==> src/design/bfdh_pkg.sv <==
// ----------------------------------------------------------------------------
// Bloom filter package
// Shared constants and types for the double-hash Bloom filter.
// ----------------------------------------------------------------------------
package bfdh_pkg;

    localparam int unsigned DEFAULT_MAX_BITS = 65536;
    localparam int unsigned MIN_BITS         = 64;
    localparam int unsigned MAX_PROBES       = 20;
    localparam int unsigned CFG_IDX_W        = 1;
    localparam int unsigned CFG_DATA_W       = 17;
    localparam int unsigned BITS_W           = 17;
    localparam int unsigned PROBE_W          = 5;

    localparam logic [CFG_IDX_W-1:0] REG_ACTIVE_BITS = 1'b0;
    localparam logic [CFG_IDX_W-1:0] REG_PROBE_COUNT = 1'b1;

    localparam logic OP_ADD   = 1'b0;
    localparam logic OP_QUERY = 1'b1;

    localparam logic [63:0] SEED_A = 64'hcbf29ce484222325;
    localparam logic [63:0] MUL_A  = 64'h00000100000001b3;
    localparam logic [63:0] SEED_B = 64'h517cc1b727220a95;
    localparam logic [63:0] MUL_B  = 64'h2545f4914f6cdd1d;

    typedef struct packed {
        logic       opcode;
        logic [7:0] key_byte;
        logic       has_byte;
        logic       last_byte;
    } in_item_t;

    typedef struct packed {
        logic was_query;
        logic maybe_present;
    } out_item_t;

    // A finished key handed from the hashing front to the probing back.
    typedef struct packed {
        logic        opcode;
        logic [63:0] hash_a;
        logic [63:0] hash_b;
    } key_job_t;

endpackage

==> src/design/bfdh_if.sv <==
// ----------------------------------------------------------------------------
// Bloom filter channels
// Valid/ready channels for input items and result items.
// ----------------------------------------------------------------------------
interface bfdh_in_if;
    logic               valid;
    logic               ready;
    bfdh_pkg::in_item_t data;
    modport source (output valid, output data, input ready);
    modport sink   (input valid, input data, output ready);
endinterface


==> src/design/bfdh_front.sv <==
// ----------------------------------------------------------------------------
// Bloom filter hashing front
// Absorbs key bytes into two 64-bit hashes, one multiply pass per byte.
// ----------------------------------------------------------------------------
module bfdh_front (
    input  logic                clk,
    input  logic                rst_n,
    bfdh_in_if.sink             in_ch,
    output logic                job_valid,
    input  logic                job_ready,
    output bfdh_pkg::key_job_t  job
);
    import bfdh_pkg::*;

    // Each 64x64 low product is built from three 32x32 partial products,
    // one per cycle, with one multiplier for each hash.
    localparam logic [2:0] ST_IDLE = 3'd0;
    localparam logic [2:0] ST_MUL  = 3'd1;
    localparam logic [2:0] ST_SUM  = 3'd2;
    localparam logic [2:0] ST_OUT  = 3'd3;

    logic [2:0]  state_reg, state_next;
    logic [1:0]  step_reg, step_next;
    logic [63:0] acc_a_reg, acc_a_next;
    logic [63:0] acc_b_reg, acc_b_next;
    logic [63:0] x_a_reg, x_a_next;
    logic [63:0] x_b_reg, x_b_next;
    logic [63:0] prod_a_reg, prod_a_next;
    logic [63:0] prod_b_reg, prod_b_next;
    logic [63:0] pa_reg, pb_reg;
    logic        last_reg, last_next;
    logic        op_reg, op_next;
    logic [31:0] opa_a, opb_a, opa_b, opb_b;
    logic [63:0] pp_a, pp_b;
    logic [63:0] ext;

    assign ext = {{56{in_ch.data.key_byte[7]}}, in_ch.data.key_byte};
    assign in_ch.ready = (state_reg == ST_IDLE);
    assign job_valid   = (state_reg == ST_OUT);
    assign job.opcode  = op_reg;
    assign job.hash_a  = acc_a_reg;
    assign job.hash_b  = acc_b_reg;

    always_comb
    begin
        unique case (step_reg)
            2'd0:
            begin
                opa_a = x_a_reg[31:0];  opb_a = MUL_A[31:0];
                opa_b = x_b_reg[31:0];  opb_b = MUL_B[31:0];
            end
            2'd1:
            begin
                opa_a = x_a_reg[63:32]; opb_a = MUL_A[31:0];
                opa_b = x_b_reg[63:32]; opb_b = MUL_B[31:0];
            end
            2'd2:
            begin
                opa_a = x_a_reg[31:0];  opb_a = MUL_A[63:32];
                opa_b = x_b_reg[31:0];  opb_b = MUL_B[63:32];
            end
            default:
            begin
                opa_a = 32'd0; opb_a = 32'd0;
                opa_b = 32'd0; opb_b = 32'd0;
            end
        endcase
        pp_a = 64'(opa_a) * 64'(opb_a);
        pp_b = 64'(opa_b) * 64'(opb_b);
    end

    always_ff @(posedge clk)
    begin
        pa_reg <= pp_a;
        pb_reg <= pp_b;
    end

    always_comb
    begin
        state_next  = state_reg;
        step_next   = step_reg;
        acc_a_next  = acc_a_reg;
        acc_b_next  = acc_b_reg;
        x_a_next    = x_a_reg;
        x_b_next    = x_b_reg;
        prod_a_next = prod_a_reg;
        prod_b_next = prod_b_reg;
        last_next   = last_reg;
        op_next     = op_reg;
        unique case (state_reg)
            ST_IDLE:
            begin
                if (in_ch.valid)
                begin
                    last_next = in_ch.data.last_byte;
                    op_next   = in_ch.data.opcode;
                    if (in_ch.data.has_byte)
                    begin
                        x_a_next    = acc_a_reg ^ ext;
                        x_b_next    = acc_b_reg ^ ext;
                        prod_a_next = 64'd0;
                        prod_b_next = 64'd0;
                        step_next   = 2'd0;
                        state_next  = ST_MUL;
                    end
                    else if (in_ch.data.last_byte)
                    begin
                        state_next = ST_OUT;
                    end
                end
            end
            ST_MUL:
            begin
                step_next  = step_reg + 2'd1;
                state_next = ST_SUM;
            end
            ST_SUM:
            begin
                unique case (step_reg)
                    2'd1:
                    begin
                        prod_a_next = pa_reg;
                        prod_b_next = pb_reg;
                    end
                    default:
                    begin
                        prod_a_next = prod_a_reg + {pa_reg[31:0], 32'd0};
                        prod_b_next = prod_b_reg + {pb_reg[31:0], 32'd0};
                    end
                endcase
                if (step_reg == 2'd3)
                begin
                    acc_a_next = prod_a_reg + {pa_reg[31:0], 32'd0};
                    acc_b_next = prod_b_reg + {pb_reg[31:0], 32'd0};
                    state_next = last_reg ? ST_OUT : ST_IDLE;
                end
                else
                begin
                    step_next  = step_reg + 2'd1;
                end
            end
            ST_OUT:
            begin
                if (job_ready)
                begin
                    acc_a_next = SEED_A;
                    acc_b_next = SEED_B;
                    state_next = ST_IDLE;
                end
            end
            default:
            begin
                state_next = ST_IDLE;
            end
        endcase
    end

    always_ff @(posedge clk or negedge rst_n)
    begin
        if (!rst_n)
        begin
            state_reg <= ST_IDLE;
            step_reg  <= 2'd0;
            acc_a_reg <= SEED_A;
            acc_b_reg <= SEED_B;
        end
        else
        begin
            state_reg <= state_next;
            step_reg  <= step_next;
            acc_a_reg <= acc_a_next;
            acc_b_reg <= acc_b_next;
        end
    end

    always_ff @(posedge clk)
    begin
        x_a_reg    <= x_a_next;
        x_b_reg    <= x_b_next;
        prod_a_reg <= prod_a_next;
        prod_b_reg <= prod_b_next;
        last_reg   <= last_next;
        op_reg     <= op_next;
    end

endmodule

==> src/flat_wrapper.sv <==
// flat-port wrapper written by rule: the top's interface ports become plain ports
module bfdh_front_flat import bfdh_pkg::*;
  (clk, rst_n, job_valid, job_ready, job, in_ch_valid, in_ch_data, in_ch_ready);
  bfdh_in_if in_ch_i ();
  input  logic clk;
  input  logic rst_n;
  output logic job_valid;
  input  logic job_ready;
  output bfdh_pkg::key_job_t job;
  input wire logic [$bits(in_ch_i.valid)-1:0] in_ch_valid;
  input wire logic [$bits(in_ch_i.data)-1:0] in_ch_data;
  output wire logic [$bits(in_ch_i.ready)-1:0] in_ch_ready;
  assign in_ch_i.valid = in_ch_valid;
  assign in_ch_i.data = in_ch_data;
  assign in_ch_ready = in_ch_i.ready;
  bfdh_front u_core (.clk(clk), .rst_n(rst_n), .in_ch(in_ch_i), .job_valid(job_valid), .job_ready(job_ready), .job(job));
endmodule
==> config.mk <==
export PLATFORM = sky130hd
export DESIGN_NAME = bfdh_front_flat
export DESIGN_NICKNAME = d
export VERILOG_FILES = /design/src/design/bfdh_pkg.sv /design/src/design/bfdh_if.sv /design/src/design/bfdh_front.sv /design/src/flat_wrapper.sv
export SDC_FILE = /design/constraint.sdc
export NUM_CORES = 2
export LEC_CHECK = 0
export BUFFER_PORTS_ARGS = -buffer_cell sky130_fd_sc_hd__buf_4
export CAP_MARGIN = 20
export CORE_MARGIN = 3
export CORE_UTILIZATION = 45
export DETAILED_ROUTE_END_ITERATION = 7
export SETUP_SLACK_MARGIN = 0.3
export SLEW_MARGIN = 40
export SYNTH_ARGS = -nofsm -noshare
export SYNTH_HDL_FRONTEND = slang
export SYNTH_SLANG_ARGS = --single-unit
==> constraint.sdc <==
create_clock -name clk -period 20.6 [get_ports clk]
set_clock_uncertainty 0.2 [all_clocks]
set_input_delay 4.12 -clock clk [delete_from_list [all_inputs] [get_ports clk]]
set_output_delay 4.12 -clock clk [all_outputs]
set_load 0.005 [all_outputs]
==> flow_summary_export.csv <==
group,metric,value,unit
run_status,run_status,"finished clean",
global_routing,overflow,0,
worst_hold_path,hp-class,"register to register",
sta,count_of_endpoints_failing_hold_in_the_final_timing_report,0,
die,num_rows,124,
clock_network,clk-insertion-delay-late,0.62,ns
sta,slew-limit-headroom,43.5,%
finish,drive_gt1_share,8.22,%
logic_synthesis,synth.avg_cell_area,10.5,sq um
sta,worst_hold_slack,0.288,ns
worst_setup_path,timing.rr.end,"u_core.pb_reg[58]",
worst_setup_path,worstPathRequired,20.90,ns
worst_setup_path,critical_path.startpoint_type,"register",
global_routing,grt_pass1_vias,37600,
worst_setup_path,setup.worst_path.end,"u_core.pb_reg[58]",
finish,fill_cells,10600,
worst_setup_path,critical_path.max_stage_delay,0.69,ns
logic_synthesis,yosysSeqAreaShare,25.4,%
clock_network,clk_transition_reported_paths,0.07,ns
sta,setup_tns,0,ns
routing,drtPass1Iterations,8,
sta,final-max-slew-violation-count,0,
logic_synthesis,netlist_area,52000,sq um
clock_network,numClockSinks,494,
clock_network,cts_repair_resize_count,0,
sta,min_period_over_period,50.3,%
finish,multi_input_gate_area_in_the_final_layout,34200,sq um
worst_setup_path,worstPathArrival,10.65,ns
clock_network,htree_num_levels,2,
finish,layout-area-overhead-vs-synth,9.31,%
finish,final-seq-area,13200,sq um
worst_setup_path,reg2reg_from,"u_core.step_reg[1]",
sta,achievable-frequency,96.6,MHz
finish,fin_nets,6429,
die,die_width,346,microns
worst_setup_path,timing.critical_path.fanout_max,25,
worst_setup_path,regToRegSetupSlack,10.25,ns
logic_synthesis,synth_top_cell_area_share,27.7,%
global_routing,wire_length_of_the_first_global_routing_pass,243000,microns
worst_setup_path,timing_worst_setup_path_type,"register to register",
sta,min_period,10.35,ns
logic_synthesis,yosys_most_used_dff,"edfxtp_1",
clock_network,maximum_root_to_sink_buffer_count,3,
logic_synthesis,synth.net_count,6316,
global_routing,grt_antenna_before_repair,6,
place,detailed_placement_wirelength_estimate,133000,microns
place,port_buffers,145,
logic_synthesis,synth_top_cell_by_area,"fa_1",
logic_synthesis,edff_count_synth,258,
clock_network,cts_root_buffer,"clkbuf_16",
finish,num_antenna_cells,0,
clock_network,cts-hold-fix-buffers,0,
routing,route.final.wire_length,162000,microns
global_routing,largest_net_degree_at_the_start_of_global_routing,74,
sta,timing.final.setup_violations,0,
sta,max_slew.worst_pin.slew,0.847,ns
die,die_y,346,microns
run,drv_cap,0,
routing,wl_per_cell,24.4,microns
routing,remaining_drc_errors,0,
global_routing,groute.usage.overall,27.3,%
die,core_area,115000,sq um
clock_network,post_cts_buffers,0,
logic_synthesis,ys_async_sr_fraction,26.7,%
logic_synthesis,synth.distinct_cells,96,
die,io-pin-count,146,
place,gp_routability_congestion,0.945,
logic_synthesis,synth_top_cells_by_area,"fa_1 28%, edfxtp_1 15%, ha_1 15%, inv_1 8.0%, dfxtp_1 4.0%",
worst_setup_path,critical_path.endpoint_type,"register",
routing,vias,35900,
routing,avgViaCountPerCell,5.42,
die,floorplan.initialDensity,45.4,%
worst_setup_path,worst_setup_path_startpoint,"u_core.step_reg[1]",
worst_setup_path,critPathSlowestCell,"nor2_1",
clock_network,cts_inserted_buffers,53,
routing,drt_iter0_markers,2932,
logic_synthesis,postSynthRegisterBits,494,
die,floorplan.die_area,120000,sq um
logic_synthesis,number_of_standard_cells_after_synthesis,4966,
routing,detail-route-antenna-nets,0,
logic_synthesis,yosysWarnings,0,
clock_network,tritoncts,"built",
sta,rsz0062_at_grt,"false",
worst_setup_path,r2r_cells,31,
## synthesized netlist by cell type, drive strengths merged (65+ instances only)
cell type / number
a21o: 84
a21oi: 213
clkbuf: 104
dfrtp: 75
dfxtp: 104
edfxtp: 258
fa: 720
ha: 615
inv: 1108
mux2i: 76
nand2: 186
nor2: 332
nor3: 65
o21ai: 100
xnor2: 87
xor2: 192
## metrics by stage
step	instance area [sq um]	setup WS (ns)	utilization, %	instances
2_1_floorplan	52000	9.22	-	4966
3_3_place_gp	54900	9.84	47.9	6533
3_5_place_dp	55000	10.27	48.0	6535
4_1_cts	56800	10.26	49.6	6635
5_1_grt	56800	9.74	49.6	6636
6_report	56800	10.25	49.6	6636
## layout by cell type (no fill, tap or decap), types with 75 or more instances in the layout
master,Yosys,layout
mux2i_1,76,75
ha_1,615,611
xnor2_1,87,87
buf_4,2,195
a21oi_1,212,211
o21ai_0,88,88
fa_1,720,720
inv_1,1108,1107
xor2_1,192,192
nand2_1,186,186
a21o_1,81,80
edfxtp_1,258,258
dfrtp_1,75,75
dfxtp_1,104,104
nor2_1,332,311
## cells by family (layout without fill, tap and decap cells)
kind of cell	after synthesis	count (layout)	share of synthesized area, %
fa+ha+maj	1335	1335	42.6
buf+inv	1255	1413	9.16
simple gates	775	775	6.67
compound gates	752	752	10.0
flops	494	494	25.4
xor+xnor	279	279	4.70
mux	76	76	1.46
## area by class of cell
cell class | count | area share [%]
clock buffers | 66 | 2.53
clock inverters | 34 | 0.630
inverters | 1109 | 7.33
multi-input cells | 3217 | 60.1
flip-flops and latches | 494 | 23.2
well taps | 1512 | 3.33
repair buffers | 204 | 2.79
## worst max-delay path: cells and delay by family, from the launching register on
kind / cells / cell delay [ns]
simple gates: 4 / 1.25
fa+ha+maj: 10 / 5.07
xor+xnor: 1 / 0.15
compound gates: 7 / 1.90
buf+inv: 9 / 1.19
flops: 1 / 0.45
## worst min path at each step
| stage | to | depth (start not counted) | startpoint |
|---|---|---|---|
| 4_1_cts | u_core.acc_a_reg[2] | 1 | u_core.prod_a_reg[2] |
| 2_1_floorplan | u_core.acc_a_reg[0] | 1 | u_core.prod_a_reg[0] |
| 5_1_grt | u_core.acc_a_reg[12] | 1 | u_core.prod_a_reg[12] |
| 6_report | u_core.acc_a_reg[6] | 1 | u_core.prod_a_reg[6] |
| 3_3_place_gp | u_core.acc_a_reg[3] | 1 | u_core.prod_a_reg[3] |
| 3_5_place_dp | u_core.acc_a_reg[2] | 1 | u_core.prod_a_reg[2] |
## per-layer routing
metal	global-route usage (%)	wire length, microns
met2	40.1	68800
met4	5.31	3260
met1	40.3	74100
met5	0.520	92
met3	7.61	15600
Power is not shown: default switching activity piles up to over one toggle a cycle in this logic, so the estimate is an artifact.
