### config.mk
export PLATFORM = sky130hd
export DESIGN_NAME = bfdh_queue
export DESIGN_NICKNAME = d
export VERILOG_FILES = /design/src/design/bfdh_pkg.sv /design/src/design/bfdh_queue.sv
export SDC_FILE = /design/constraint.sdc
export NUM_CORES = 1
export LEC_CHECK = 0
export CORE_AREA = 4 4 125 127
export DETAILED_ROUTE_END_ITERATION = 10
export DIE_AREA = 0 0 129 131
export DONT_BUFFER_PORTS = 1
export PLACE_DENSITY_LB_ADDON = 0.1
export SYNTH_ARGS = -nofsm -noshare
export SYNTH_HDL_FRONTEND = slang
export SYNTH_SLANG_ARGS = --single-unit
### constraint.sdc
create_clock -name clk -period 8.17 [get_ports clk]
set_clock_uncertainty 0.2 [all_clocks]
set_input_delay 0.4085 -clock clk [delete_from_list [all_inputs] [get_ports clk]]
set_output_delay 0.4085 -clock clk [all_outputs]
set_load 0.05 [all_outputs]
### src/design/bfdh_pkg.sv
// ----------------------------------------------------------------------------
// Bloom filter package
// Shared constants and types for the double-hash Bloom filter.
// ----------------------------------------------------------------------------
package bfdh_pkg;

    localparam int unsigned DEFAULT_MAX_BITS = 65536;
    localparam int unsigned MIN_BITS         = 64;
    localparam int unsigned MAX_PROBES       = 20;
    localparam int unsigned CFG_IDX_W        = 1;
    localparam int unsigned CFG_DATA_W       = 17;
    localparam int unsigned BITS_W           = 17;
    localparam int unsigned PROBE_W          = 5;

    localparam logic [CFG_IDX_W-1:0] REG_ACTIVE_BITS = 1'b0;
    localparam logic [CFG_IDX_W-1:0] REG_PROBE_COUNT = 1'b1;

    localparam logic OP_ADD   = 1'b0;
    localparam logic OP_QUERY = 1'b1;

    localparam logic [63:0] SEED_A = 64'hcbf29ce484222325;
    localparam logic [63:0] MUL_A  = 64'h00000100000001b3;
    localparam logic [63:0] SEED_B = 64'h517cc1b727220a95;
    localparam logic [63:0] MUL_B  = 64'h2545f4914f6cdd1d;

    typedef struct packed {
        logic       opcode;
        logic [7:0] key_byte;
        logic       has_byte;
        logic       last_byte;
    } in_item_t;

    typedef struct packed {
        logic was_query;
        logic maybe_present;
    } out_item_t;

    // A finished key handed from the hashing front to the probing back.
    typedef struct packed {
        logic        opcode;
        logic [63:0] hash_a;
        logic [63:0] hash_b;
    } key_job_t;

endpackage

### src/design/bfdh_queue.sv
// ----------------------------------------------------------------------------
// Bloom filter job queue
// Two-entry queue of finished keys between the hashing and probing parts.
// ----------------------------------------------------------------------------
module bfdh_queue (
    input  logic                clk,
    input  logic                rst_n,
    input  logic                in_valid,
    output logic                in_ready,
    input  bfdh_pkg::key_job_t  in_job,
    output logic                out_valid,
    input  logic                out_ready,
    output bfdh_pkg::key_job_t  out_job
);
    import bfdh_pkg::*;

    key_job_t   mem_reg [2];
    logic       wp_reg, wp_next;
    logic       rp_reg, rp_next;
    logic [1:0] cnt_reg, cnt_next;
    logic       push, pop;

    assign in_ready  = (cnt_reg != 2'd2);
    assign out_valid = (cnt_reg != 2'd0);
    assign out_job   = mem_reg[rp_reg];
    assign push      = in_valid && in_ready;
    assign pop       = out_valid && out_ready;

    always_comb
    begin
        wp_next  = wp_reg ^ push;
        rp_next  = rp_reg ^ pop;
        cnt_next = cnt_reg + {1'b0, push} - {1'b0, pop};
    end

    always_ff @(posedge clk)
    begin
        if (push)
        begin
            mem_reg[wp_reg] <= in_job;
        end
    end

    always_ff @(posedge clk or negedge rst_n)
    begin
        if (!rst_n)
        begin
            wp_reg  <= 1'b0;
            rp_reg  <= 1'b0;
            cnt_reg <= 2'd0;
        end
        else
        begin
            wp_reg  <= wp_next;
            rp_reg  <= rp_next;
            cnt_reg <= cnt_next;
        end
    end

endmodule

==> flow_summary.ini, run 1 <==
[status]
outcome = aborted with a tool error
flow.stopped_at = 4_1_cts
tool.error = [ERROR RSZ-0060] Max buffer count reached.

[yosys]
post_synth_instance_area_um2 = 9564
synthDistinctLibCells = 21
synth_nets = 559
synth_warnings = 0
post_synth_main_area_contributors = edfxtp_1 81%, mux2_2 15%, buf_6 1.2%
syn-mean-instance-area_um2 = 22.56
ys_seq_elements = 262
seq_area_frac_synth_pct = 82.05
yosysTopAreaCell = edfxtp_1
synth.top_cell.area_share_pct = 81.00
syn_inst = 424

[clocking]
ctsResizeCount = 0
depth_of_the_cts_h_tree = 1
cts_hold_buf = 128
clock_tree.root_cell = clkbuf_16
cts_inserted_buffers = 25
clkSinkCount = 262
cts.repair_timing.setup_buffer_count = 0
max_root_sink_buffers = 3

[floorplanning]
die_height_um = 131
fp.dieW_um = 129
ports_placed_on_the_boundary = 264
fp_rows = 44
start_util_pct = 66.31

[placed_design]
hpwl_mm = 11.36
gp_routability_congestion = 0.7140
dp_slack_ps = 4682
port_bufs = 0
## cell usage after synthesis (all sizes together)
master  count
nor2b       1
nor2        2
nand2       1
edfxtp    258
nand2b      1
and3        1
or2         1
and2        1
a211oi      1
a21bo       1
xnor2       2
buf        14
nand3       1
ha          2
a32oi       1
dfrtp       4
mux2      129
inv         2
o21ai       1
## through the flow
| stage | util [%] | cells | area [µm²] |
|---|---|---|---|
| 3_3_place_gp | 67.27 | 597 | 9703 |
| 2_1_floorplan | - | 424 | 9564 |
| 3_5_place_dp | 67.27 | 597 | 9703 |
## logic make-up after synthesis
group           after synthesis  synth area share, %
flops                       262                82.05
mux                         129                15.19
buf+inv                      16                1.491
simple gates                  9               0.4973
compound gates                4               0.3271
xor+xnor                      2               0.1832
fa+ha+maj                     2               0.2616
==> run 2: changes to the inputs <==
--- a/config.mk
+++ b/config.mk
@@ -5,11 +5,11 @@
 export SDC_FILE = /design/constraint.sdc
 export NUM_CORES = 1
 export LEC_CHECK = 0
-export CORE_AREA = 4 4 125 127
+export CORE_AREA = 4 4 160 162
 export DETAILED_ROUTE_END_ITERATION = 10
-export DIE_AREA = 0 0 129 131
+export DIE_AREA = 0 0 164 166
 export DONT_BUFFER_PORTS = 1
-export PLACE_DENSITY_LB_ADDON = 0.1
+export PLACE_DENSITY_LB_ADDON = 0.15
 export SYNTH_ARGS = -nofsm -noshare
 export SYNTH_HDL_FRONTEND = slang
 export SYNTH_SLANG_ARGS = --single-unit
==> run 2 against run 1 <==
- the flow now finishes without violations
- synthesized cell count unchanged
- area after synthesis stayed put
==> flow_summary.ini, run 2 <==
[status]
outcome = complete, no violations

[yosys]
synth_warnings = 0
ys_seq_elements = 262
synth-edff-count = 258
syn_inst = 424
yosysTopAreaCell = edfxtp_1
post_synth_instance_area_um2 = 9564
synthDistinctLibCells = 21
synth.top_cell.area_share_pct = 81.00
post-synth-top-count-cell = edfxtp_1
ys_dominant_reg_cell = edfxtp_1
synth_async_sr_flop_share_pct = 1.527
seq_area_frac_synth_pct = 82.05
syn-mean-instance-area_um2 = 22.56
post_synth_main_area_contributors = edfxtp_1 81%, mux2_2 15%, buf_6 1.2%
synth_nets = 559
synth_common_cells = 258 x edfxtp_1, 129 x mux2_2, 10 x buf_6

[cells_and_area]
final_common_cell = edfxtp_1
layout_cell_area_excl_fill_um2 = 12060
most-common-layout-cells = 258 x edfxtp_1, 133 x dlygate4sd3_1, 129 x mux2_2, 27 x clkbuf_16, 6 x clkbuf_1
fillers = 1983
layout-drive-gt1-share_pct = 29.58
max_reg_flops = 258
finish.net_count = 710
n_antenna_cell = 0
final_util_pct = 50.04
area.growth.synth_to_final_pct = 26.11
final_cells = 919

[worst_setup_path]
arrival_time_of_the_worst_setup_path_ps = 3510
worst_setup_path_end_kind = flip-flop
critical_path.max_fanout = 70
regToRegStartpoint = cnt_reg[0]
reg2reg_setup_slack_ps = 4590
worst-setup-path-type = flip-flop to flip-flop
crit_required_ps = 8110
worstReg2RegEnd = mem_reg[0][4]
worstRegToRegCells = 4
crit_path_start_kind = flip-flop

[global_routing]
grt_first_pass_wirelength_mm = 27.79
gr-usage-all-layers_pct = 13.09
grt_overflow = 0
grt_start_max_net_pins = 80
grt_pass1_vias = 4793
antenna_found_initial = 0

[power_and_ir_drop]
p_int_mw = 2.925
power_density_cells_nw_per_um2 = 413.8
combinationalPowerShare_pct = 37.8
p_sw_mw = 2.066
power.ir.vdd_worst_uv = 336.1
power.switching_fraction_pct = 41.40
share_clk_of_total_power_pct = 23.1
pwr-share-seq_pct = 39.1
power.static_leakage_nw = 4.001

[min_path]
timing.hold.worst_path_depth = 3
min_delay_worst_endpoint = cnt_reg[0]
min-delay-start = out_ready
hp-class = input port to flip-flop

[clocking]
tritoncts = built
cts_clk_pin_slew_worst_paths_ps = 60
cts_inserted_buffers = 27
max_root_sink_buffers = 3
clkSinkCount = 262
depth_of_the_cts_h_tree = 1
clock_tree.root_cell = clkbuf_16
insertion_delay_ps = 520
ctsResizeCount = 0

[placed_design]
dpl_cell_area_um2 = 9878
hpwl_mm = 11.55
gp_routability_congestion = 0.6956
cell_count_after_placement = 737
port_bufs = 0
dp_slack_ps = 4574

[timing]
fmaxAchievable_mhz = 279.5
slew_headroom_pct = 29.45
final.setup.tns_ps = 0
worst_slew_pin_slew_ps = 1058
setup_repair_after_global_routing_missed_its_margin = no
finalCritPeriodShare_pct = 43.80
fin_crit_ps = 3578
layout_setup_ws_ps = 4592
timing.final.setup_violations = 0
final-hold-violation-count = 0
maxSlewViolCount = 0

[detailed_routing]
num_vias = 4388
routed_via_density = 4.775
drc = 0
post_drt_wl_per_cell_um = 20.40
drtAntennaViolNets = 0
dr.pass1.iters = 4
postRouteWirelength_mm = 18.75
drt_first_iter_violations = 207

[floorplanning]
fp.dieW_um = 164
fp_rows = 57
fp.coreArea_um2 = 24110
die_height_um = 166
ports_placed_on_the_boundary = 264
start_util_pct = 39.68
area_enclosed_by_the_die_boundary_um2 = 27220

[run]
drv.max_cap_violation_count = 0
## run 2: cell counts after synthesis
Identical to the previous run, type by type.
## run 2: what timing repair did
item,4_1_cts,5_1_grt
setup buffers,0,0
hold buffers,133,0
endpoints found under the hold margin,265,0
## run 2: critical path, cell delays in order, from the launching register on
cell	delay [ps]
dfrtp_1	440
nand2b_1	530
and2_1	280
ha_4	710
buf_4	860
## run 2: power by group through the flow
stage / sequential, mW / combinational, mW / clock [mW]
floorplan: 1.95 / 1.73 / 0
detailed placement: 1.99 / 1.86 / 0
global route: 1.98 / 1.96 / 1.26
finish: 1.95 / 1.88 / 1.15
CTS: 1.96 / 1.92 / 1.19
global placement: 1.97 / 1.85 / 0
## run 2: layout make-up
| class | count | area (µm²) | share of cell area [%] |
|---|---|---|---|
| Clock buffer | 38 | 767.0 | 6.359 |
| Clock inverter | 11 | 85.08 | 0.7054 |
| Inverter | 2 | 7.507 | 0.06224 |
| Multi-Input combinational cell | 146 | 1592 | 13.20 |
| Sequential cell | 262 | 7851 | 65.09 |
| Tap cell | 324 | 405.4 | 3.361 |
| Timing Repair Buffer | 136 | 1354 | 11.22 |
## run 2: per-stage QoR
step,hold slack (ps),total power [mW]
after CTS,3.305,5.072
after floorplan,-87.09,3.675
after global placement,-86.92,3.827
final,29.60,4.992
after detailed placement,-86.88,3.845
after global routing,18.31,5.209
## run 2: worst max path at each step
stage | end | slack, ps | startpoint
6_report | mem_reg[0][4] | 4590 | cnt_reg[0]
5_1_grt | mem_reg[0][15] | 4370 | cnt_reg[0]
4_1_cts | out_job[26] | 4510 | rp_reg
3_5_place_dp | mem_reg[0][65] | 4570 | cnt_reg[0]
3_3_place_gp | mem_reg[0][109] | 4640 | cnt_reg[0]
2_1_floorplan | mem_reg[0][0] | 3370 | cnt_reg[0]
## run 2: routing by layer
layer  part of all wire, %  wire, µm  track usage [%]
met5                     0         0                0
met4                   1.5       289            3.173
met3                    12      2295            6.304
met2                    48      9087            22.13
met1                    38      7071            15.00
## run 2: cells by family (layout without fill, tap and decap cells)
| kind of cell | after synthesis | in the layout | synth area share [%] |
|---|---|---|---|
| DFF | 262 | 262 | 82.05 |
| adders and majority gates | 2 | 2 | 0.2616 |
| buffers and inverters | 16 | 187 | 1.491 |
| AOI/OAI and AO/OA | 4 | 4 | 0.3271 |
| and+or+nand+nor | 9 | 9 | 0.4973 |
| muxes | 129 | 129 | 15.19 |
| xor gates and xnor gates | 2 | 2 | 0.1832 |
No activity file was read; power rests on OpenSTA's default activity.
==> run 3: changes to the inputs <==
==> constraint.sdc (replaced) <==
create_clock -name clk -period 2.9 [get_ports clk]
set_clock_uncertainty 0.2 [all_clocks]
set_input_delay 0.145 -clock clk [delete_from_list [all_inputs] [get_ports clk]]
set_output_delay 0.145 -clock clk [all_outputs]
set_load 0.05 [all_outputs]
==> run 3 against run 2 <==
- via count rose by 0.75%
- critical path depth fell by 2
- combinational power rose to 2.9 times the previous value
- non-clock buffer count rose by 7
- wire length fell by 1.3%
- sequential power rose to 2.8 times the previous value
- clock power rose to 2.6 times the previous value
- die area did not move
- highest routed layer unchanged
- largest cell class unchanged
- cell area rose by 0.52%
- sequential share of layout area fell by 0.34 points
- power rose to 2.8 times the previous value
- flip-flop and latch count did not move
==> flow_summary.ini, run 3 (synthesis results as in run 2) <==
[clocking]
ctsResizeCount = 0
clock_tree.root_cell = clkbuf_16
depth_of_the_cts_h_tree = 1
cts.repair_timing.setup_buffer_count = 0
cts_inserted_buffers = 27
insertion_delay_ps = 520
clkSinkCount = 262
max_root_sink_buffers = 3
tritoncts = built
cts_clk_pin_slew_worst_paths_ps = 60

[min_path]
hp-class = input port to flip-flop
timing.hold.worst_path_depth = 1

[power_and_ir_drop]
power.ir.vdd_worst_uv = 609.9
report.power.total_mw = 13.98
power.static_leakage_nw = 4.026
power_density_cells_nw_per_um2 = 1153

[worst_setup_path]
critical-path-max-stage-delay_ps = 740
critical_path.max_fanout = 31
crit_required_ps = 2560
crit_path_cell_trace = buf_4, mux2_2
crit_path_start_kind = flip-flop
crit_cells = 2
cpMaxStageDelayCell = dfrtp_4
arrival_time_of_the_worst_setup_path_ps = 2150
critPathBufInv = 1
worstRegToRegCells = 4
worst_path_dominant_cell_family = flip-flops
worst-setup-path-type = flip-flop to output pin
worst_setup_path_end_kind = output pin

[global_routing]
grt_pass1_vias = 4753
antenna_found_initial = 1
grt_first_pass_wirelength_mm = 27.09
grt_overflow = 0
grt_start_max_net_pins = 61
gr-usage-all-layers_pct = 12.72

[floorplanning]
fp.coreArea_um2 = 24110
area_enclosed_by_the_die_boundary_um2 = 27220
die_height_um = 166
start_util_pct = 39.68
fp_rows = 57
ports_placed_on_the_boundary = 264
fp.dieW_um = 164

[timing]
final-hold-violation-count = 0
fin_crit_ps = 2493
setup_repair_after_global_routing_missed_its_margin = no
timing.final.setup_violations = 0
final.setup.tns_ps = 0
worst_slew_pin_slew_ps = 479.8
maxSlewViolCount = 0
slew_headroom_pct = 68.01
fmaxAchievable_mhz = 401.2
finalCritPeriodShare_pct = 85.96

[run]
drv.max_cap_violation_count = 0

[cells_and_area]
area.growth.synth_to_final_pct = 26.77
finish.net_count = 717
layout-drive-gt1-share_pct = 29.70
layout_cell_area_excl_fill_um2 = 12120
final_common_cell = edfxtp_1
max_reg_flops = 258
most-common-layout-cells = 258 x edfxtp_1, 133 x dlygate4sd3_1, 129 x mux2_2, 27 x clkbuf_16, 7 x buf_12

[detailed_routing]
drc = 0
post_drt_wl_per_cell_um = 20.09
drt_first_iter_violations = 249
drtAntennaViolNets = 0
dr.pass1.iters = 4
postRouteWirelength_mm = 18.51
num_vias = 4421
routed_via_density = 4.800

[placed_design]
port_bufs = 0
gp_routability_congestion = 0.7201
hpwl_mm = 12.23
dpl_cell_area_um2 = 10020

[status]
outcome = complete, no violations
run 3: final timing paths:
path                       startpoint              to  slack (ps)
max                            rp_reg     out_job[37]         410
min                        in_job[60]  mem_reg[0][60]          80
max reg2reg                cnt_reg[0]  mem_reg[0][28]         880
min in group asynchronous       rst_n          rp_reg         250
max in group asynchronous       rst_n          rp_reg        2040
min reg2reg                cnt_reg[0]      cnt_reg[0]         440
run 3: cell type report:
cell class | count | area, µm²
diodes | 1 | 2.502
clock buffers | 31 | 690.7
clock inverters | 12 | 81.33
fillers | 2002 | 11980
inverters | 2 | 7.507
multi-input cells | 146 | 1592
flip-flops and latches | 262 | 7851
well taps | 324 | 405.4
repair buffers | 143 | 1494
run 3: worst register-to-register path, stage by stage, from the launching register on:
cell      delay, ps
dfrtp_1         440
nand2b_1        170
and2_1          180
ha_4            300
buf_12          330
run 3: metrics by stage:
stage / std cells / hold slack [ps] / util [%] / setup WS, ps
3_3_place_gp: 744 / -350.1 / 41.56 / 912.6
3_5_place_dp: 744 / -350.0 / 41.56 / 875.1
5_1_grt: 920 / 61.86 / 50.29 / 294.9
4_1_cts: 920 / 41.73 / 50.29 / 345.0
6_report: 921 / 79.10 / 50.30 / 407.2
2_1_floorplan: 424 / -350.6 / - / 187.0
run 3: power by group:
group	internal (mW)	switching (mW)	leakage, nW
Clock	1.77	1.28	0.381
Combinational	1.26	4.24	1.20
Sequential	5.17	0.269	2.45
Total	8.20	5.79	4.03
run 3: layer usage:
| metal | share of wire (%) | GRT usage [%] | wire length (µm) |
|---|---|---|---|
| met1 | 37 | 14.40 | 6907 |
| met2 | 48 | 21.16 | 8925 |
| met3 | 11 | 6.205 | 2088 |
| met4 | 3.2 | 4.085 | 585 |
| met5 | 0 | 0 | 0 |
run 3: what timing repair did:
item	4_1_cts	5_1_grt
hold buffers	133	0
setup endpoints to repair	0	0
hold endpoints to repair	291	0
==> run 4: changes to the inputs <==
--- a/config.mk
+++ b/config.mk
@@ -5,11 +5,13 @@
 export SDC_FILE = /design/constraint.sdc
 export NUM_CORES = 1
 export LEC_CHECK = 0
+export BUFFER_PORTS_ARGS = -buffer_cell sky130_fd_sc_hd__buf_4
 export CORE_AREA = 4 4 160 162
 export DETAILED_ROUTE_END_ITERATION = 10
 export DIE_AREA = 0 0 164 166
-export DONT_BUFFER_PORTS = 1
+export GPL_ROUTABILITY_DRIVEN = 0
 export PLACE_DENSITY_LB_ADDON = 0.15
+export SETUP_SLACK_MARGIN = 0.05
 export SYNTH_ARGS = -nofsm -noshare
 export SYNTH_HDL_FRONTEND = slang
 export SYNTH_SLANG_ARGS = --single-unit
==> run 4 against run 3 <==
- cell count rose by 29%
- utilization up 8.5 points
- highest routed layer unchanged
- largest cell class unchanged
- wire length grew 12%
- flip-flop and latch count did not move
- largest power group unchanged
- combinational power up 23%
==> flow_summary.ini, run 4 (synthesis results as in run 2) <==
[status]
outcome = complete, no violations

[clocking]
clkSinkCount = 262
tritoncts = built
depth_of_the_cts_h_tree = 1
clock_tree.root_cell = clkbuf_16
cts_inserted_buffers = 28
cts_clk_pin_slew_worst_paths_ps = 60
max_root_sink_buffers = 3
insertion_delay_ps = 520
cts.repair_timing.setup_buffer_count = 0

[floorplanning]
fp_rows = 57
ports_placed_on_the_boundary = 264
start_util_pct = 39.68
die_height_um = 166
fp.coreArea_um2 = 24110
fp.dieW_um = 164
area_enclosed_by_the_die_boundary_um2 = 27220

[worst_setup_path]
crit_path_cell_trace = buf_4, mux2_2, buf_4
worst_path_dominant_cell_family = flip-flops
crit_required_ps = 2560
cpMaxStageDelayCell = dfrtp_4
crit_path_start_kind = flip-flop
worst_setup_path_end_kind = output pin
critical_path.max_fanout = 37
worst-setup-path-type = flip-flop to output pin
critPathBufInv = 2
crit_cells = 3
cp_common_cell = buf_4
critical-path-max-stage-delay_ps = 790
worstRegToRegCells = 4
crit_path_start = rp_reg
arrival_time_of_the_worst_setup_path_ps = 2250
regToRegStartpoint = cnt_reg[0]

[cells_and_area]
layout_cell_area_excl_fill_um2 = 14170
max_reg_flops = 258
n_antenna_cell = 0
fillers = 1841
most-common-layout-cells = 265 x buf_4, 258 x edfxtp_1, 133 x dlygate4sd3_1, 129 x mux2_2, 29 x clkbuf_16
finish.net_count = 979
final_common_cell = buf_4
area.growth.synth_to_final_pct = 48.12
layout-drive-gt1-share_pct = 51.21

[timing]
fmaxAchievable_mhz = 384.7
timing.final.setup_violations = 0
maxSlewViolCount = 0
final.setup.tns_ps = 0
slew_headroom_pct = 61.21
worst_slew_pin_slew_ps = 581.9
setup_repair_after_global_routing_missed_its_margin = no
finalCritPeriodShare_pct = 89.64
layout_setup_ws_ps = 300.4
worst_hold_slack_ps = 139.7
final-hold-violation-count = 0
fin_crit_ps = 2600

[min_path]
timing.hold.worst_path_depth = 2
min-delay-start = in_job[116]
hp-class = input port to flip-flop

[power_and_ir_drop]
report.power.total_mw = 15.54
power.switching_fraction_pct = 39.21
p_int_mw = 9.445
power.ir.vdd_worst_uv = 754.1
combinationalPowerShare_pct = 43.5
share_clk_of_total_power_pct = 21.3
power_density_cells_nw_per_um2 = 1097
power.static_leakage_nw = 5.327
p_sw_mw = 6.093
pwr-share-seq_pct = 35.2

[detailed_routing]
drtAntennaViolNets = 0
top_layer = met4
post_drt_wl_per_cell_um = 17.38
wl_met1_mm = 7.978
routed_via_density = 4.489
num_vias = 5338
drt_first_iter_violations = 196
dr.pass1.iters = 4
met2_wirelength_mm = 10.23
routed-wl-met3_mm = 1.992
postRouteWirelength_mm = 20.66
drc = 0

[global_routing]
grt_overflow = 0
grt_first_pass_wirelength_mm = 31.48
grt_pass1_vias = 5868
gr-usage-all-layers_pct = 14.52
antenna_found_initial = 0
grt_start_max_net_pins = 63

[placed_design]
port_bufs = 263
dp_slack_ps = 792.5
hpwl_mm = 13.15
dpl_cell_area_um2 = 11970

[run]
drv.max_cap_violation_count = 0
==> run 4: cell count changes in the layout (fill, tap and decap cells not counted), sizes merged <==
cell,delta
clkbuf,+2
diode,-1
buf,+261
bufinv,+1
clkinv,+5
==> run 4: path summary, 6_finish.rpt <==
kind	end	slack [ps]
setup / recovery	out_job[51]	300
hold / removal	mem_reg[1][116]	140
setup reg to reg	mem_reg[0][86]	780
hold reg to reg	cnt_reg[0]	440
max in group asynchronous	rp_reg	1940
min in group asynchronous	wp_reg	360
==> run 4: power by group through the flow <==
stage          Combinational, mW  Sequential (mW)  Clock (mW)
6_report                    6.76             5.46        3.32
5_1_grt                     7.08             5.54        3.58
4_1_cts                     6.85             5.48        3.42
3_5_place_dp                6.67             5.55           0
3_3_place_gp                6.65             5.50           0
2_1_floorplan               4.88             5.39           0
==> run 4: what timing repair did <==
| item | CTS | global route |
|---|---|---|
| endpoints found under the hold margin | 266 | 0 |
| resized for setup | 0 | 0 |
| setup endpoints to repair | 0 | 0 |
| hold buffers | 133 | 0 |
==> run 4: layout make-up <==
type	instances	area (µm²)	share of cell area, %
repair buffers	404	3441	24.29
inverters	2	7.507	0.05299
clock buffers	33	740.7	5.229
clock inverters	18	128.9	0.9097
well taps	324	405.4	2.862
flip-flops and latches	262	7851	55.42
multi-input cells	146	1592	11.23
==> run 4: routing by layer <==
layer / GRT usage [%] / vias up
met5: 0 / -
met4: 3.647 / 0
met3: 5.510 / 28
met2: 24.57 / 192
met1: 17.54 / 2580
li1: - / 2538
==> run 4: worst reg2reg max path, stage by stage, from the launching register on <==
cell	delay [ps]
dfrtp_1	440
nand2b_1	180
and2_1	180
ha_4	400
buf_12	350
==> run 4: metrics by stage <==
step | instances | utilization (%)
2_1_floorplan | 424 | -
3_3_place_gp | 1005 | 49.64
4_1_cts | 1189 | 58.77
6_report | 1189 | 58.77
5_1_grt | 1189 | 58.77
3_5_place_dp | 1005 | 49.64
